## config.mk

```make
export PLATFORM = sky130hd
export DESIGN_NAME = sdcr_finish
export DESIGN_NICKNAME = d
export VERILOG_FILES = /design/src/rtl/sdcr_pkg.sv /design/src/rtl/sdcr_finish.sv
export SDC_FILE = /design/constraint.sdc
export NUM_CORES = 1
export LEC_CHECK = 0
export ABC_CLOCK_PERIOD_IN_PS = 10700
export BUFFER_PORTS_ARGS = -buffer_cell sky130_fd_sc_hd__buf_2
export CORE_UTILIZATION = 30
export CTS_BUF_LIST = sky130_fd_sc_hd__clkbuf_4
export CTS_CLUSTER_SIZE = 14
export DETAILED_ROUTE_END_ITERATION = 7
export PLACE_DENSITY = 0.5
export SYNTH_ARGS = -nofsm -noshare
export SYNTH_HDL_FRONTEND = slang
export SYNTH_SLANG_ARGS = --single-unit
```

## constraint.sdc

```tcl
create_clock -name clk -period 10.7 [get_ports clk]
set_input_delay 1.605 -clock clk [delete_from_list [all_inputs] [get_ports clk]]
set_output_delay 1.605 -clock clk [all_outputs]
set_load 0.05 [all_outputs]
```

## src/rtl/sdcr_pkg.sv

```systemverilog
package sdcr_pkg;

  // Mantissa width that the block computes with (16 to 60).
  localparam int MANT_BITS = 60;
  // Width of the mantissa fields on the ports.
  localparam int FIELD_BITS = 60;
  localparam int SCALE_BITS = 4;
  // Width of the largest power of ten, 10^15.
  localparam int POW_BITS = 50;
  // Dividend width: a magnitude plus half a power of ten always fits.
  localparam int NUM_BITS = ((MANT_BITS > POW_BITS) ? MANT_BITS : POW_BITS) + 1;

  // Largest negative magnitude, 2^(MANT_BITS-1), at dividend width.
  localparam logic [NUM_BITS-1:0] SIGN_MAG = NUM_BITS'(1) << (MANT_BITS - 1);

  typedef enum logic {
    CMD_COMPARE = 1'b0,
    CMD_ROUND   = 1'b1
  } cmd_t;

  // One input word.
  typedef struct packed {
    logic                         command;
    logic signed [FIELD_BITS-1:0] a_mantissa;
    logic        [SCALE_BITS-1:0] a_scale;
    logic signed [FIELD_BITS-1:0] b_mantissa;
    logic        [SCALE_BITS-1:0] b_scale;
    logic        [SCALE_BITS-1:0] round_digits;
  } in_t;

  // One result word.
  typedef struct packed {
    logic signed [FIELD_BITS-1:0] result_mantissa;
    logic        [SCALE_BITS-1:0] result_scale;
    logic                         is_less;
    logic                         is_equal;
    logic                         is_greater;
    logic                         saturated;
  } out_t;

  // Operand facts carried unchanged down the chain.
  typedef struct packed {
    logic                  command;
    logic                  a_neg;
    logic                  b_neg;
    logic [MANT_BITS-1:0]  a_mag;
    logic [MANT_BITS-1:0]  b_mag;
    logic [SCALE_BITS-1:0] a_scale;
    logic                  div_a;
    logic                  round_active;
    logic [NUM_BITS-1:0]   num;
    logic [FIELD_BITS-1:0] res_raw;
  } side_t;

  // Division state: dividend bits shift out at the top, quotient bits in at the bottom.
  typedef struct packed {
    logic [NUM_BITS-1:0] work;
    logic [POW_BITS-1:0] rem;
    logic [POW_BITS-1:0] divisor;
  } div_t;

  typedef struct packed {
    side_t side;
    div_t  div;
  } stage_t;

  // Powers of ten from 10^0 to 10^15.
  function automatic logic [POW_BITS-1:0] pow10(input logic [SCALE_BITS-1:0] idx);
    logic [POW_BITS-1:0] p;
    case (idx)
      4'd0:    p = 50'd1;
      4'd1:    p = 50'd10;
      4'd2:    p = 50'd100;
      4'd3:    p = 50'd1000;
      4'd4:    p = 50'd10000;
      4'd5:    p = 50'd100000;
      4'd6:    p = 50'd1000000;
      4'd7:    p = 50'd10000000;
      4'd8:    p = 50'd100000000;
      4'd9:    p = 50'd1000000000;
      4'd10:   p = 50'd10000000000;
      4'd11:   p = 50'd100000000000;
      4'd12:   p = 50'd1000000000000;
      4'd13:   p = 50'd10000000000000;
      4'd14:   p = 50'd100000000000000;
      4'd15:   p = 50'd1000000000000000;
      default: p = 50'd1;
    endcase
    return p;
  endfunction

endpackage

```

## src/rtl/sdcr_finish.sv

```systemverilog
module sdcr_finish (
  input  logic              clk,
  input  logic              rst,
  input  logic              up_valid,
  output logic              up_stall,
  input  sdcr_pkg::stage_t  up_data,
  output logic              res_valid,
  input  logic              res_stall,
  output sdcr_pkg::out_t    res_word
);

  logic                                valid;
  sdcr_pkg::out_t                      word;
  sdcr_pkg::out_t                      word_next;
  logic [sdcr_pkg::NUM_BITS-1:0]       quot;
  logic [sdcr_pkg::NUM_BITS-1:0]       other;
  logic                                q_lt;
  logic                                q_eq;
  logic                                rem_nz;
  logic                                mo_lt;
  logic                                mo_gt;
  logic                                mo_eq;
  logic [sdcr_pkg::NUM_BITS-1:0]       rounded;
  logic [sdcr_pkg::NUM_BITS-1:0]       limit;
  logic                                sat;
  logic [sdcr_pkg::MANT_BITS-1:0]      clamped;

  always_comb begin
    // Magnitude order from the quotient and the remainder of the scaled operand.
    quot   = up_data.div.work;
    other  = up_data.side.div_a ? sdcr_pkg::NUM_BITS'(up_data.side.b_mag)
                                : sdcr_pkg::NUM_BITS'(up_data.side.a_mag);
    q_lt   = quot < other;
    q_eq   = quot == other;
    rem_nz = up_data.div.rem != '0;
    mo_eq  = q_eq && !rem_nz;
    if (up_data.side.div_a) begin
      mo_lt = q_lt;
      mo_gt = (!q_lt && !q_eq) || (q_eq && rem_nz);
    end else begin
      mo_lt = (!q_lt && !q_eq) || (q_eq && rem_nz);
      mo_gt = q_lt;
    end

    // Rounded magnitude is the biased value less its remainder, then clamped.
    rounded = up_data.side.num - sdcr_pkg::NUM_BITS'(up_data.div.rem);
    limit   = up_data.side.a_neg ? sdcr_pkg::SIGN_MAG
                                 : (sdcr_pkg::SIGN_MAG - sdcr_pkg::NUM_BITS'(1));
    sat     = rounded > limit;
    clamped = sat ? limit[sdcr_pkg::MANT_BITS-1:0] : rounded[sdcr_pkg::MANT_BITS-1:0];

    word_next                 = '0;
    word_next.result_scale    = up_data.side.a_scale;
    word_next.result_mantissa = up_data.side.res_raw;
    if (up_data.side.command == sdcr_pkg::CMD_COMPARE) begin
      if (up_data.side.a_neg != up_data.side.b_neg) begin
        word_next.is_less    = up_data.side.a_neg;
        word_next.is_greater = up_data.side.b_neg;
      end else if (up_data.side.a_neg) begin
        word_next.is_less    = mo_gt;
        word_next.is_equal   = mo_eq;
        word_next.is_greater = mo_lt;
      end else begin
        word_next.is_less    = mo_lt;
        word_next.is_equal   = mo_eq;
        word_next.is_greater = mo_gt;
      end
    end else if (up_data.side.round_active) begin
      word_next.saturated = sat;
      if (up_data.side.a_neg && clamped != '0) begin
        word_next.result_mantissa = sdcr_pkg::FIELD_BITS'(0)
                                    - sdcr_pkg::FIELD_BITS'(clamped);
      end else begin
        word_next.result_mantissa = sdcr_pkg::FIELD_BITS'(clamped);
      end
    end
  end

  assign up_stall = valid && res_stall;

  always_ff @(posedge clk) begin
    if (rst) begin
      valid <= 1'b0;
    end else if (!up_stall) begin
      valid <= up_valid;
    end
  end

  always_ff @(posedge clk) begin
    if (up_valid && !up_stall) begin
      word <= word_next;
    end
  end

  assign res_valid = valid;
  assign res_word  = word;

endmodule

```

==> impl_metrics.json <==
{
  "peakVddDrop_mv": 0.0603,
  "skew_ns": 0.0142,
  "route.detailed.drc": 0,
  "post_cts_resized": 0,
  "setup_tns_ns": 0,
  "portBuffers": 434,
  "wl_per_cell_um": 20.5,
  "drt_iter0_markers": 1229,
  "synth_nets": 2405,
  "chipWidth_um": 214,
  "grt_usage": 0.239,
  "max_slew_margin": 0.194,
  "ys_warn_count": 0,
  "ys_types": 87,
  "most-common-layout-cells": "buf_2, ha_1, nand2_1, a21oi_1, nor2_1",
  "clk_path_buf_depth": 2,
  "viasPerCell": 5.71,
  "hold_viol_final": 0,
  "clock_latency_ns": 0.45,
  "holdWs_ns": 0.684,
  "worst_pin_slew_ns": 1.20,
  "num_rows": 77,
  "initial_utilization": 0.305,
  "status": "finished clean",
  "synth_edf_count": 68,
  "fp.dieArea_mm2": 0.0458,
  "fin_area_mm2": 0.0164,
  "grt-ovfl-total": 0,
  "core-area_mm2": 0.0442,
  "p_comb_frac": 0.643,
  "antenna_found_initial": 4,
  "drv_cap": 0,
  "ys_seq_area_frac": 0.153,
  "power.switching_uw": 743,
  "ys_async_sr_fraction": 0,
  "htreeDepth": 3,
  "post-dp-hpwl_mm": 47.9,
  "wl_mm": 57.1,
  "grt_pass1_vias": 14900,
  "cts.sinks": 69,
  "synthesis.instances": 1818,
  "slew_violations": 0,
  "cp-start-kind": "input pin",
  "timing.critical_path.required_ns": 10.92,
  "cts_setup_buffers": 0,
  "stdcell_count": 2785,
  "ctsHoldBuffers": 0,
  "hold_path.class": "flop to flop",
  "final_common_cell": "buf_2",
  "ant_nets": 0,
  "cts_tree": "yes",
  "internal_power_uw": 744,
  "total_leakage_power_uw": 0.00734,
  "clockPowerShare": 0.135,
  "dp.cells": 2765,
  "first_pass_iters": 6,
  "dpl-instance-area_mm2": 0.0162,
  "io_pins": 485,
  "synth_ff_type": "edfxtp_1",
  "clk_pin_slew_worst_paths_ns": 0.13,
  "gp_congestion": 0.895,
  "fin_util": 0.371,
  "grt_pass1_wl_mm": 86.4,
  "synth_top_area_share": 0.159,
  "grt_max_degree": 89,
  "layout_worst_path_cycle_share": 0.860,
  "p_sw_frac": 0.500,
  "seq_power_share": 0.222,
  "drive_above_1_share": 0.233,
  "pwr_density_cell_mw_per_mm2": 90.7,
  "synth_top_area_cell": "ha_1",
  "synth_area_per_cell_um2": 7.41,
  "numCtsBuffers": 9,
  "crit_arrival_ns": 9.43,
  "die_h_um": 214,
  "cp_max_fo": 8,
  "ys_ff_latch": 69,
  "max_freq_mhz": 109,
  "num-nets-final": 2771,
  "setup_viol": 0,
  "crit_type": "input pin to flop",
  "synth.area.top_cells": "ha_1, edfxtp_1, a21oi_1",
  "fin_crit_ns": 9.21,
  "root_buffer": "clkbuf_4",
  "via_count": 15900,
  "netlist_area_mm2": 0.0135,
  "area.growth.synth_to_final_pct": 21.7,
  "rsz0062_at_grt": "false",
  "endpoint_kind": "flop"
}
cells by family after synthesis:
family                     share of synthesized area
and+or+nand+nor                                0.266
muxes                                         0.0530
xor gates and xnor gates                      0.0182
DFF                                            0.153
AOI/OAI and AO/OA                              0.296
adders and majority gates                      0.160
buffers and inverters                         0.0535
final timing paths:
kind              slack, ns           end  cells past startpoint        start
setup / recovery       1.49  res_word[34]                     28  up_data[50]
hold / removal         0.68     res_valid                      3    res_valid
hold reg to reg        0.68     res_valid                      3    res_valid
setup reg to reg       8.98  res_word[61]                      3    res_valid
routing by layer:
metal | vias up | routed length, um | track usage
met5 | - | 0 | 0
met4 | 0 | 903 | 0.0528
met3 | 53 | 3600 | 0.0290
li1 | 7794 | - | -
met2 | 584 | 24400 | 0.362
met1 | 7480 | 28200 | 0.356
metrics by stage:
step	worst slack, ns	total power (uW)
detailed placement	1.12	1280
global route	1.02	1600
global placement	1.13	1270
finish	1.49	1490
CTS	1.62	1480
floorplan	2.32	958
Yosys cell counts (6+ instances only):
master    count
nor2_1      145
nor4_1       39
nand3_1      74
o21a_1       28
o21ai_1       6
nand2b_1     20
mux2i_1      68
or3_1        29
nand4_1      82
a21o_1       53
o31a_1        6
or4_1        11
nand2_1     159
xnor2_1      24
or2_2        10
and4_1        6
ha_1        171
nand4b_1      7
and2_1       17
o21ai_0     107
nor4b_1       6
o31ai_1      16
o21bai_1      6
a221oi_1      6
and3_1       14
inv_1        81
a211oi_1     35
o211ai_1     21
nor3_1       54
buf_2         9
edfxtp_1     68
o41ai_1       6
a21oi_1     148
a211o_1      29
o2111a_1     10
nor2b_1      13
a221o_1       9
a31oi_1      28
a311oi_1      7
nand3b_1      6
clkbuf_1     84
buf_1         7
state kept, by name (all words and copies together), names as in the netlist:
register   count
res_valid      1
res_word      68
power groups by stage:
| stage | Clock (uW) | Combinational, uW | Sequential [uW] |
|---|---|---|---|
| floorplan | 0 | 547 | 412 |
| global placement | 0 | 930 | 337 |
| detailed placement | 0 | 938 | 337 |
| CTS | 209 | 943 | 331 |
| global route | 218 | 1050 | 333 |
| finish | 201 | 956 | 331 |
final cells by class:
type | count | area (um2)
antenna | 4 | 10.0
fill | 4792 | 27800
multi-input combinational | 1564 | 10700
clock inverter | 7 | 98.8
sequential | 69 | 2060
clock buffer | 9 | 67.6
inverter | 83 | 312
timing repair buffer | 457 | 2360
tap | 592 | 741
worst max-delay path: stages:
cell and delay, ns:
buf_2 0.12, ha_1 0.22, fa_1 0.43, nor2b_1 0.17, o2111ai_1 0.34, a21oi_1 0.61, o211a_1 0.37, nor3_1 0.13
o21a_1 0.23, nor2_1 0.45, ha_1 0.36, a211oi_1 0.27, o211ai_1 0.11, o21ai_0 0.28, nand4b_1 0.18, a31oi_1 0.21
a21oi_1 0.25, or3_1 0.46, o21ai_0 0.30, ha_1 0.24, buf_4 0.16, nand3_1 0.13, o21a_1 0.25, a21oi_1 0.57
a31oi_4 0.27, buf_4 0.23, a221o_1 0.29, a22o_1 0.18
Note: power is estimated with default switching activity, not from simulation.
