## config.mk

```make
export PLATFORM = sky130hd
export DESIGN_NAME = sdcr_cell
export DESIGN_NICKNAME = d
export VERILOG_FILES = /design/src/rtl/sdcr_pkg.sv /design/src/rtl/sdcr_cell.sv
export SDC_FILE = /design/constraint.sdc
export NUM_CORES = 1
export LEC_CHECK = 0
export ABC_AREA = 0
export BUFFER_PORTS_ARGS = -buffer_cell sky130_fd_sc_hd__buf_2
export CORE_AREA = 4 4 319 321
export CTS_BUF_LIST = sky130_fd_sc_hd__clkbuf_2 sky130_fd_sc_hd__clkbuf_4 sky130_fd_sc_hd__clkbuf_8
export DETAILED_ROUTE_END_ITERATION = 8
export DIE_AREA = 0 0 323 325
export PLACE_DENSITY = 0.45
export SLEW_MARGIN = 20
export SYNTH_ARGS = -nofsm -noshare
export SYNTH_HDL_FRONTEND = slang
export SYNTH_SLANG_ARGS = --single-unit
```

## constraint.sdc

```tcl
create_clock -name clk -period 25.7 [get_ports clk]
set_input_delay 6.425 -clock clk [delete_from_list [all_inputs] [get_ports clk]]
set_output_delay 6.425 -clock clk [all_outputs]
set_load 0.02 [all_outputs]
```

## src/rtl/sdcr_pkg.sv

```systemverilog
package sdcr_pkg;

  // Mantissa width that the block computes with (16 to 60).
  localparam int MANT_BITS = 60;
  // Width of the mantissa fields on the ports.
  localparam int FIELD_BITS = 60;
  localparam int SCALE_BITS = 4;
  // Width of the largest power of ten, 10^15.
  localparam int POW_BITS = 50;
  // Dividend width: a magnitude plus half a power of ten always fits.
  localparam int NUM_BITS = ((MANT_BITS > POW_BITS) ? MANT_BITS : POW_BITS) + 1;

  // Largest negative magnitude, 2^(MANT_BITS-1), at dividend width.
  localparam logic [NUM_BITS-1:0] SIGN_MAG = NUM_BITS'(1) << (MANT_BITS - 1);

  typedef enum logic {
    CMD_COMPARE = 1'b0,
    CMD_ROUND   = 1'b1
  } cmd_t;

  // One input word.
  typedef struct packed {
    logic                         command;
    logic signed [FIELD_BITS-1:0] a_mantissa;
    logic        [SCALE_BITS-1:0] a_scale;
    logic signed [FIELD_BITS-1:0] b_mantissa;
    logic        [SCALE_BITS-1:0] b_scale;
    logic        [SCALE_BITS-1:0] round_digits;
  } in_t;

  // One result word.
  typedef struct packed {
    logic signed [FIELD_BITS-1:0] result_mantissa;
    logic        [SCALE_BITS-1:0] result_scale;
    logic                         is_less;
    logic                         is_equal;
    logic                         is_greater;
    logic                         saturated;
  } out_t;

  // Operand facts carried unchanged down the chain.
  typedef struct packed {
    logic                  command;
    logic                  a_neg;
    logic                  b_neg;
    logic [MANT_BITS-1:0]  a_mag;
    logic [MANT_BITS-1:0]  b_mag;
    logic [SCALE_BITS-1:0] a_scale;
    logic                  div_a;
    logic                  round_active;
    logic [NUM_BITS-1:0]   num;
    logic [FIELD_BITS-1:0] res_raw;
  } side_t;

  // Division state: dividend bits shift out at the top, quotient bits in at the bottom.
  typedef struct packed {
    logic [NUM_BITS-1:0] work;
    logic [POW_BITS-1:0] rem;
    logic [POW_BITS-1:0] divisor;
  } div_t;

  typedef struct packed {
    side_t side;
    div_t  div;
  } stage_t;

  // Powers of ten from 10^0 to 10^15.
  function automatic logic [POW_BITS-1:0] pow10(input logic [SCALE_BITS-1:0] idx);
    logic [POW_BITS-1:0] p;
    case (idx)
      4'd0:    p = 50'd1;
      4'd1:    p = 50'd10;
      4'd2:    p = 50'd100;
      4'd3:    p = 50'd1000;
      4'd4:    p = 50'd10000;
      4'd5:    p = 50'd100000;
      4'd6:    p = 50'd1000000;
      4'd7:    p = 50'd10000000;
      4'd8:    p = 50'd100000000;
      4'd9:    p = 50'd1000000000;
      4'd10:   p = 50'd10000000000;
      4'd11:   p = 50'd100000000000;
      4'd12:   p = 50'd1000000000000;
      4'd13:   p = 50'd10000000000000;
      4'd14:   p = 50'd100000000000000;
      4'd15:   p = 50'd1000000000000000;
      default: p = 50'd1;
    endcase
    return p;
  endfunction

endpackage

```

## src/rtl/sdcr_cell.sv

```systemverilog
module sdcr_cell (
  input  logic                clk,
  input  logic                rst,
  input  logic                up_valid,
  output logic                up_stall,
  input  sdcr_pkg::stage_t    up_data,
  output logic                dn_valid,
  input  logic                dn_stall,
  output sdcr_pkg::stage_t    dn_data
);

  logic                              valid;
  sdcr_pkg::stage_t                  data;
  sdcr_pkg::stage_t                  data_next;
  logic [sdcr_pkg::POW_BITS:0]       partial;
  logic                              ge;

  // One restoring division step: bring down the next dividend bit and subtract if it fits.
  always_comb begin
    partial   = {up_data.div.rem, up_data.div.work[sdcr_pkg::NUM_BITS-1]};
    ge        = (partial >= {1'b0, up_data.div.divisor});
    data_next = up_data;
    data_next.div.rem  = ge ? sdcr_pkg::POW_BITS'(partial - {1'b0, up_data.div.divisor})
                            : partial[sdcr_pkg::POW_BITS-1:0];
    data_next.div.work = {up_data.div.work[sdcr_pkg::NUM_BITS-2:0], ge};
  end

  // The cell holds its word while the next one stalls.
  assign up_stall = valid && dn_stall;

  always_ff @(posedge clk) begin
    if (rst) begin
      valid <= 1'b0;
    end else if (!up_stall) begin
      valid <= up_valid;
    end
  end

  always_ff @(posedge clk) begin
    if (up_valid && !up_stall) begin
      data <= data_next;
    end
  end

  assign dn_valid = valid;
  assign dn_data  = data;

endmodule

```

==> results of run 1 <==
[cells by family after synthesis]
kind of cell    share of synthesized area (%)
compound gates                           8.20
xor+xnor                                 2.34
fa+ha+maj                                4.02
buf+inv                                  2.36
flops                                    76.9
mux                                     0.132
simple gates                             6.01
[stage by stage]
| step | area (um^2) | util, % | hold slack (ns) | setup WS, ns | instances |
|---|---|---|---|---|---|
| after global placement | 21800 | 21.9 | 0.721 | 12.36 | 3123 |
| final | 23400 | 23.6 | 0.710 | 12.35 | 3277 |
| after floorplan | 16100 | - | 0.795 | 7.82 | 1022 |
| after CTS | 23400 | 23.6 | 0.709 | 12.35 | 3262 |
| after global routing | 23400 | 23.6 | 0.750 | 12.31 | 3271 |
| after detailed placement | 21800 | 21.9 | 0.696 | 12.36 | 3123 |
[final timing paths]
check,start,slack [ns],endpoint
hold reg to reg,dn_valid$_SDFFE_PP0N_,0.71,dn_valid$_SDFFE_PP0N_
setup reg to reg,dn_valid$_SDFFE_PP0N_,22.16,dn_data[165]$_DFFE_PP_
setup / recovery,dn_stall,12.35,up_stall
hold / removal,dn_valid$_SDFFE_PP0N_,0.71,dn_valid$_SDFFE_PP0N_
[critical path, delay by kind of cell]
| family | cells | cell delay (ns) |
|---|---|---|
| AND/OR/NAND/NOR | 1 | 0.22 |
| buffers and inverters | 2 | 0.27 |
[registers in the layout (all words and copies together), names as in the netlist]
| name | count |
|---|---|
| dn_valid | 1 |
| dn_data | 411 |
[metal layers]
metal / global-route usage (%) / up-vias
li1: - / 5668
met1: 16.1 / 6125
met2: 27.0 / 720
met3: 6.46 / 218
met4: 5.18 / 16
met5: 0 / -
[power groups by stage]
stage	sequential, W	clock [W]	combinational, W
2_1_floorplan	0.000893	0	0.0000882
4_1_cts	0.000815	0.000729	0.000279
6_report	0.000813	0.000692	0.000273
5_1_grt	0.000817	0.000756	0.000298
3_5_place_dp	0.000828	0	0.000278
3_3_place_gp	0.000827	0	0.000277
[area by class of cell]
type | count | area share (%)
sequential | 412 | 52.7
multi-input combinational | 517 | 14.2
tap | 1298 | 6.93
clock buffer | 96 | 5.21
antenna | 15 | 0.160
clock inverter | 43 | 1.79
inverter | 59 | 0.945
timing repair buffer | 837 | 18.0
[cell usage in the layout (no fill, tap or decap), types with 15 or more instances in the layout]
| cell | n |
|---|---|
| buf_2 | 827 |
| edfxtp_1 | 411 |
| a21oi_1 | 86 |
| clkbuf_8 | 80 |
| nand2_1 | 60 |
| nor2_1 | 60 |
| inv_1 | 58 |
| ha_1 | 50 |
| o21ai_0 | 47 |
| a21o_1 | 26 |
| xor2_1 | 22 |
| xnor2_1 | 21 |
| clkbuf_4 | 16 |
| diode_2 | 15 |
| clkinv_1 | 15 |
==> impl_metrics.csv, run 1 <==
group,metric,value,unit
worst_hold_path,hold_depth,3,
die,die_w,323,um
die,num_rows,116,
grt,grt_overflow,0,
pwr,vdd.ir_drop.worst,0.0000346,V
sta,finClkSkew,0.0202,ns
routing,wl_met3,8910,um
logic_synthesis,syn_area,16100,um^2
routing,route.top_layer_used,"met5",
logic_synthesis,synth_area_leaders,"edfxtp_1 (77%), ha_1 (3.9%), a21oi_1 (2.7%)",
logic_synthesis,synthMostInstantiatedCell,"edfxtp_1",
placement,routabilityCongestion,0.875,
sta,period_minus_slack,13.35,ns
clock_tree,cts_tree,"built",
grt,grt_pass1_wl,110000,um
pwr,p_comb_share,15.4,%
critical_path,cp.arrival,6.92,ns
clock_tree,cts_setup_buffers,0,
routing,drcViolationCount,0,
run_status,run_status,"finished, final reports clean",
clock_tree,cts.htree.levels,3,
pwr,seq_power_share,45.7,%
pwr,total_leakage_power,9.89,nW
logic_synthesis,async_flop_share,0,%
layout,layout-drive-gt1-share,49.5,%
pwr,pwr-share-clk,38.9,%
pwr,power_density,75.9,nW/um^2
sta,tightest_slew,0.991,ns
clock_tree,cts_root_buf,"clkbuf_8",
sta,finalSetupViolations,0,
sta,final-hold-violation-count,0,
logic_synthesis,yosysWarnings,0,
placement,dp_hpwl,70300,um
critical_path,slowest_stage,"and2_1",
pwr,p_int,0.00128,W
critical_path,worstPathRequired,19.27,ns
layout,fin_nets,2373,
die,boundaryPins,828,
routing,vias_per_cell,3.89,
pwr,netSwitchingFraction,28.3,%
logic_synthesis,ys.flop_type,"edfxtp_1",
critical_path,crit_path_max_fanout,3,
pwr,p_total,0.00178,W
routing,wl_met1,29700,um
layout,multi_input_area,3330,um^2
die,start_util,16.2,%
worst_hold_path,hp-class,"reg2reg",
logic_synthesis,syn-num-nets,1488,
sta,rsz0062_at_grt,"no",
grt,antenna_found_initial,85,
clock_tree,cts_hold_buf,0,
logic_synthesis,synthCells,1022,
die,die_area,105000,um^2
layout,area_delta_synth_final,45.9,%
routing,drt_pass1_iterations,5,
logic_synthesis,avgSynthCellArea,15.7,um^2
sta,setup-tns-final,0,ns
die,fp.dieH,325,um
routing,wire_per_inst,25.3,um
die,placeableCoreArea,99300,um^2
logic_synthesis,yosysTopAreaCell,"edfxtp_1",
critical_path,crit_top_cell,"buf_2",
routing,finalWirelength,82900,um
critical_path,r2r_cells,5,
clock_tree,clk_pin_slew_worst_paths,0.05,ns
routing,drtIter0Drc,764,
grt,grt_start_max_net_pins,92,
clock_tree,clkSinkCount,412,
placement,io_buffers,827,
logic_synthesis,ys_types,60,
critical_path,crit_path_max_incr_delay,0.22,ns
clock_tree,clockBufferDepth,3,
logic_synthesis,synth_edf_count,411,
clock_tree,cts_buffers,80,
clock_tree,cts_resized,0,
sta,slew_headroom,33.9,%
critical_path,end_kind,"output port",
routing,ant_nets,0,
routing,met2_length,41400,um
logic_synthesis,synth_common_cells,"edfxtp_1 (411), a21oi_1 (86), nand2_1 (60), nor2_1 (60), inv_1 (58)",
grt,grt_util_all_layers,15.2,%
logic_synthesis,seq_area_frac_synth,76.9,%
grt,grt_pass1_vias,13300,
pwr,p_sw,0.000503,W
logic_synthesis,synth_top_area_share,76.8,%
sta,drv_slew,0,
critical_path,critPathLaunchType,"primary input",
critical_path,path_cells,"buf_2, and2_1, buf_2",
sta,fmaxAchievable,0.0749,GHz
logic_synthesis,yosys_register_bits,412,
clock_tree,clock_latency,0.68,ns
routing,vias,12700,
flow_run,drv_cap,0,
layout,seq_area,12400,um^2
sta,post-route-period-util,51.9,%
layout,fillCellCount,10700,
critical_path,critPathKind,"in2out",
Note: power is estimated with default switching activity, not from simulation.
==> inputs of run 2 (changes only) <==
clock period = 11.6 ns   (was 25.7 ns; I/O delays follow)
==> impl_metrics.csv, run 2 (same netlist as run 1, synthesis figures left out) <==
group,metric,value,unit
critical_path,crit_path_max_fanout,3,
grt,antenna_found_initial,92,
sta,setup-tns-final,0,ns
sta,setup_ws,5.28,ns
grt,grt_util_all_layers,15.4,%
worst_hold_path,hp-class,"reg2reg",
die,boundaryPins,828,
worst_hold_path,hold_depth,3,
sta,final-hold-violation-count,0,
clock_tree,cts_resized,0,
die,num_rows,116,
layout,multi_input_area,3330,um^2
pwr,pwr-share-clk,37.6,%
routing,ant_nets,0,
die,fp.dieH,325,um
critical_path,r2r_start,"dn_valid$_SDFFE_PP0N_",
die,die_w,323,um
layout,final_cell_mix,"buf_2 (827), edfxtp_1 (411), a21oi_1 (86), clkbuf_8 (83)",
critical_path,r2r_cells,4,
clock_tree,clockBufferDepth,3,
layout,largest_reg_flops,411,
pwr,seq_power_share,46.5,%
grt,grt_pass1_vias,13300,
clock_tree,clkSinkCount,412,
critical_path,slowest_stage,"and2_1",
routing,vias_per_cell,3.95,
pwr,power_density,166,nW/um^2
critical_path,critPathLaunchType,"primary input",
sta,tightest_slew,1.11,ns
placement,place_ws,4.71,ns
sta,post-route-period-util,54.5,%
clock_tree,cts.htree.levels,3,
layout,layout_commonest_cell,"buf_2",
critical_path,end_kind,"output port",
critical_path,rr_endpoint,"dn_data[352]$_DFFE_PP_",
clock_tree,cts_buffers,82,
layout,area_delta_synth_final,45.2,%
pwr,p_comb_share,15.9,%
flow_run,drv_cap,0,
clock_tree,cts_setup_buffers,0,
sta,fmaxAchievable,0.158,GHz
routing,wire_per_inst,25.8,um
routing,drtIter0Drc,808,
pwr,vdd.ir_drop.worst,0.0000679,V
routing,drcViolationCount,0,
placement,routabilityCongestion,0.877,
layout,layout-drive-gt1-share,49.2,%
die,start_util,16.2,%
pwr,total_leakage_power,9.83,nW
critical_path,path_cells,"buf_2, and2_1, buf_2",
critical_path,critPathKind,"in2out",
sta,drv_slew,0,
placement,dp_hpwl,70500,um
pwr,netSwitchingFraction,29.4,%
grt,grt_start_max_net_pins,176,
layout,fillCellCount,10700,
sta,finalSetupViolations,0,
critical_path,reg2reg_slack,8.68,ns
routing,vias,12900,
die,placeableCoreArea,99300,um^2
pwr,p_sw,0.00113,W
critical_path,cp.arrival,3.42,ns
clock_tree,cts_hold_buf,0,
routing,drt_pass1_iterations,5,
critical_path,worstPathRequired,8.70,ns
critical_path,crit_path_max_incr_delay,0.24,ns
layout,seq_area,12400,um^2
placement,io_buffers,827,
clock_tree,clock_latency,0.70,ns
clock_tree,cts_root_buf,"clkbuf_8",
clock_tree,cts_tree,"built",
routing,finalWirelength,84500,um
pwr,p_int,0.00273,W
sta,rsz0062_at_grt,"no",
sta,slew_headroom,25.8,%
layout,fin_nets,2371,
grt,grt_overflow,0,
worst_hold_path,hold_path_end,"dn_valid$_SDFFE_PP0N_",
sta,finClkSkew,0.0461,ns
critical_path,crit_top_cell,"buf_2",
grt,grt_pass1_wl,112000,um
worst_hold_path,hold_start,"dn_valid$_SDFFE_PP0N_",
clock_tree,clk_pin_slew_worst_paths,0.06,ns
sta,period_minus_slack,6.32,ns
die,die_area,105000,um^2
run_status,run_status,"finished, final reports clean",
[run 2: changes by cell type in the layout (fill, tap and decap cells not counted), moves of 3 or more]
cell	change
buf_4	-5
bufinv_16	-5
clkinv_1	+5
clkbuf_8	+3
[run 2: worst max path at each step]
stage           startpoint                     to  slack (ns)  cells after the start
2_1_floorplan     dn_stall   dn_data[0]$_DFFE_PP_        1.86                      2
3_3_place_gp    up_data[7]  dn_data[65]$_DFFE_PP_        4.70                     13
3_5_place_dp   up_data[34]  dn_data[65]$_DFFE_PP_        4.71                     13
4_1_cts           dn_stall               up_stall        5.28                      3
5_1_grt           dn_stall               up_stall        5.25                      3
6_report          dn_stall               up_stall        5.28                      3
[run 2: through the flow]
stage | utilization, % | std cells | hold WS (ns) | total power [W] | cell area, um^2
after detailed placement | 21.9 | 3119 | 0.696 | 0.00245 | 21800
after global placement | 21.9 | 3119 | 0.680 | 0.00245 | 21800
after floorplan | - | 1022 | 0.815 | 0.00216 | 16100
after CTS | 23.5 | 3261 | 0.707 | 0.00396 | 23300
after global routing | 23.5 | 3270 | 0.755 | 0.00406 | 23300
final | 23.5 | 3278 | 0.707 | 0.00386 | 23300
[run 2: power groups by stage]
stage | registers, W | logic (W) | clock network [W]
finish | 0.00180 | 0.000614 | 0.00145
global route | 0.00181 | 0.000663 | 0.00159
CTS | 0.00180 | 0.000624 | 0.00153
detailed placement | 0.00183 | 0.000622 | 0
global placement | 0.00183 | 0.000621 | 0
floorplan | 0.00196 | 0.000196 | 0
[run 2: cell type report]
class | count | area share, %
Clock inverter | 44 | 1.22
Inverter | 59 | 0.949
Antenna cell | 17 | 0.182
Sequential cell | 412 | 53.0
Timing Repair Buffer | 833 | 18.0
Tap cell | 1298 | 6.96
Clock buffer | 98 | 5.38
Multi-Input combinational cell | 517 | 14.3
[run 2: per-layer routing]
layer  GRT usage (%)  part of all wire, %
met1            16.3                   35
met2            26.8                   49
met3            7.10                   12
met4            5.71                  3.7
met5               0                 0.15
[run 2: critical path, delay by kind of cell]
family	cells	cell delay [ns]
simple gates	1	0.24
buf+inv	2	0.28
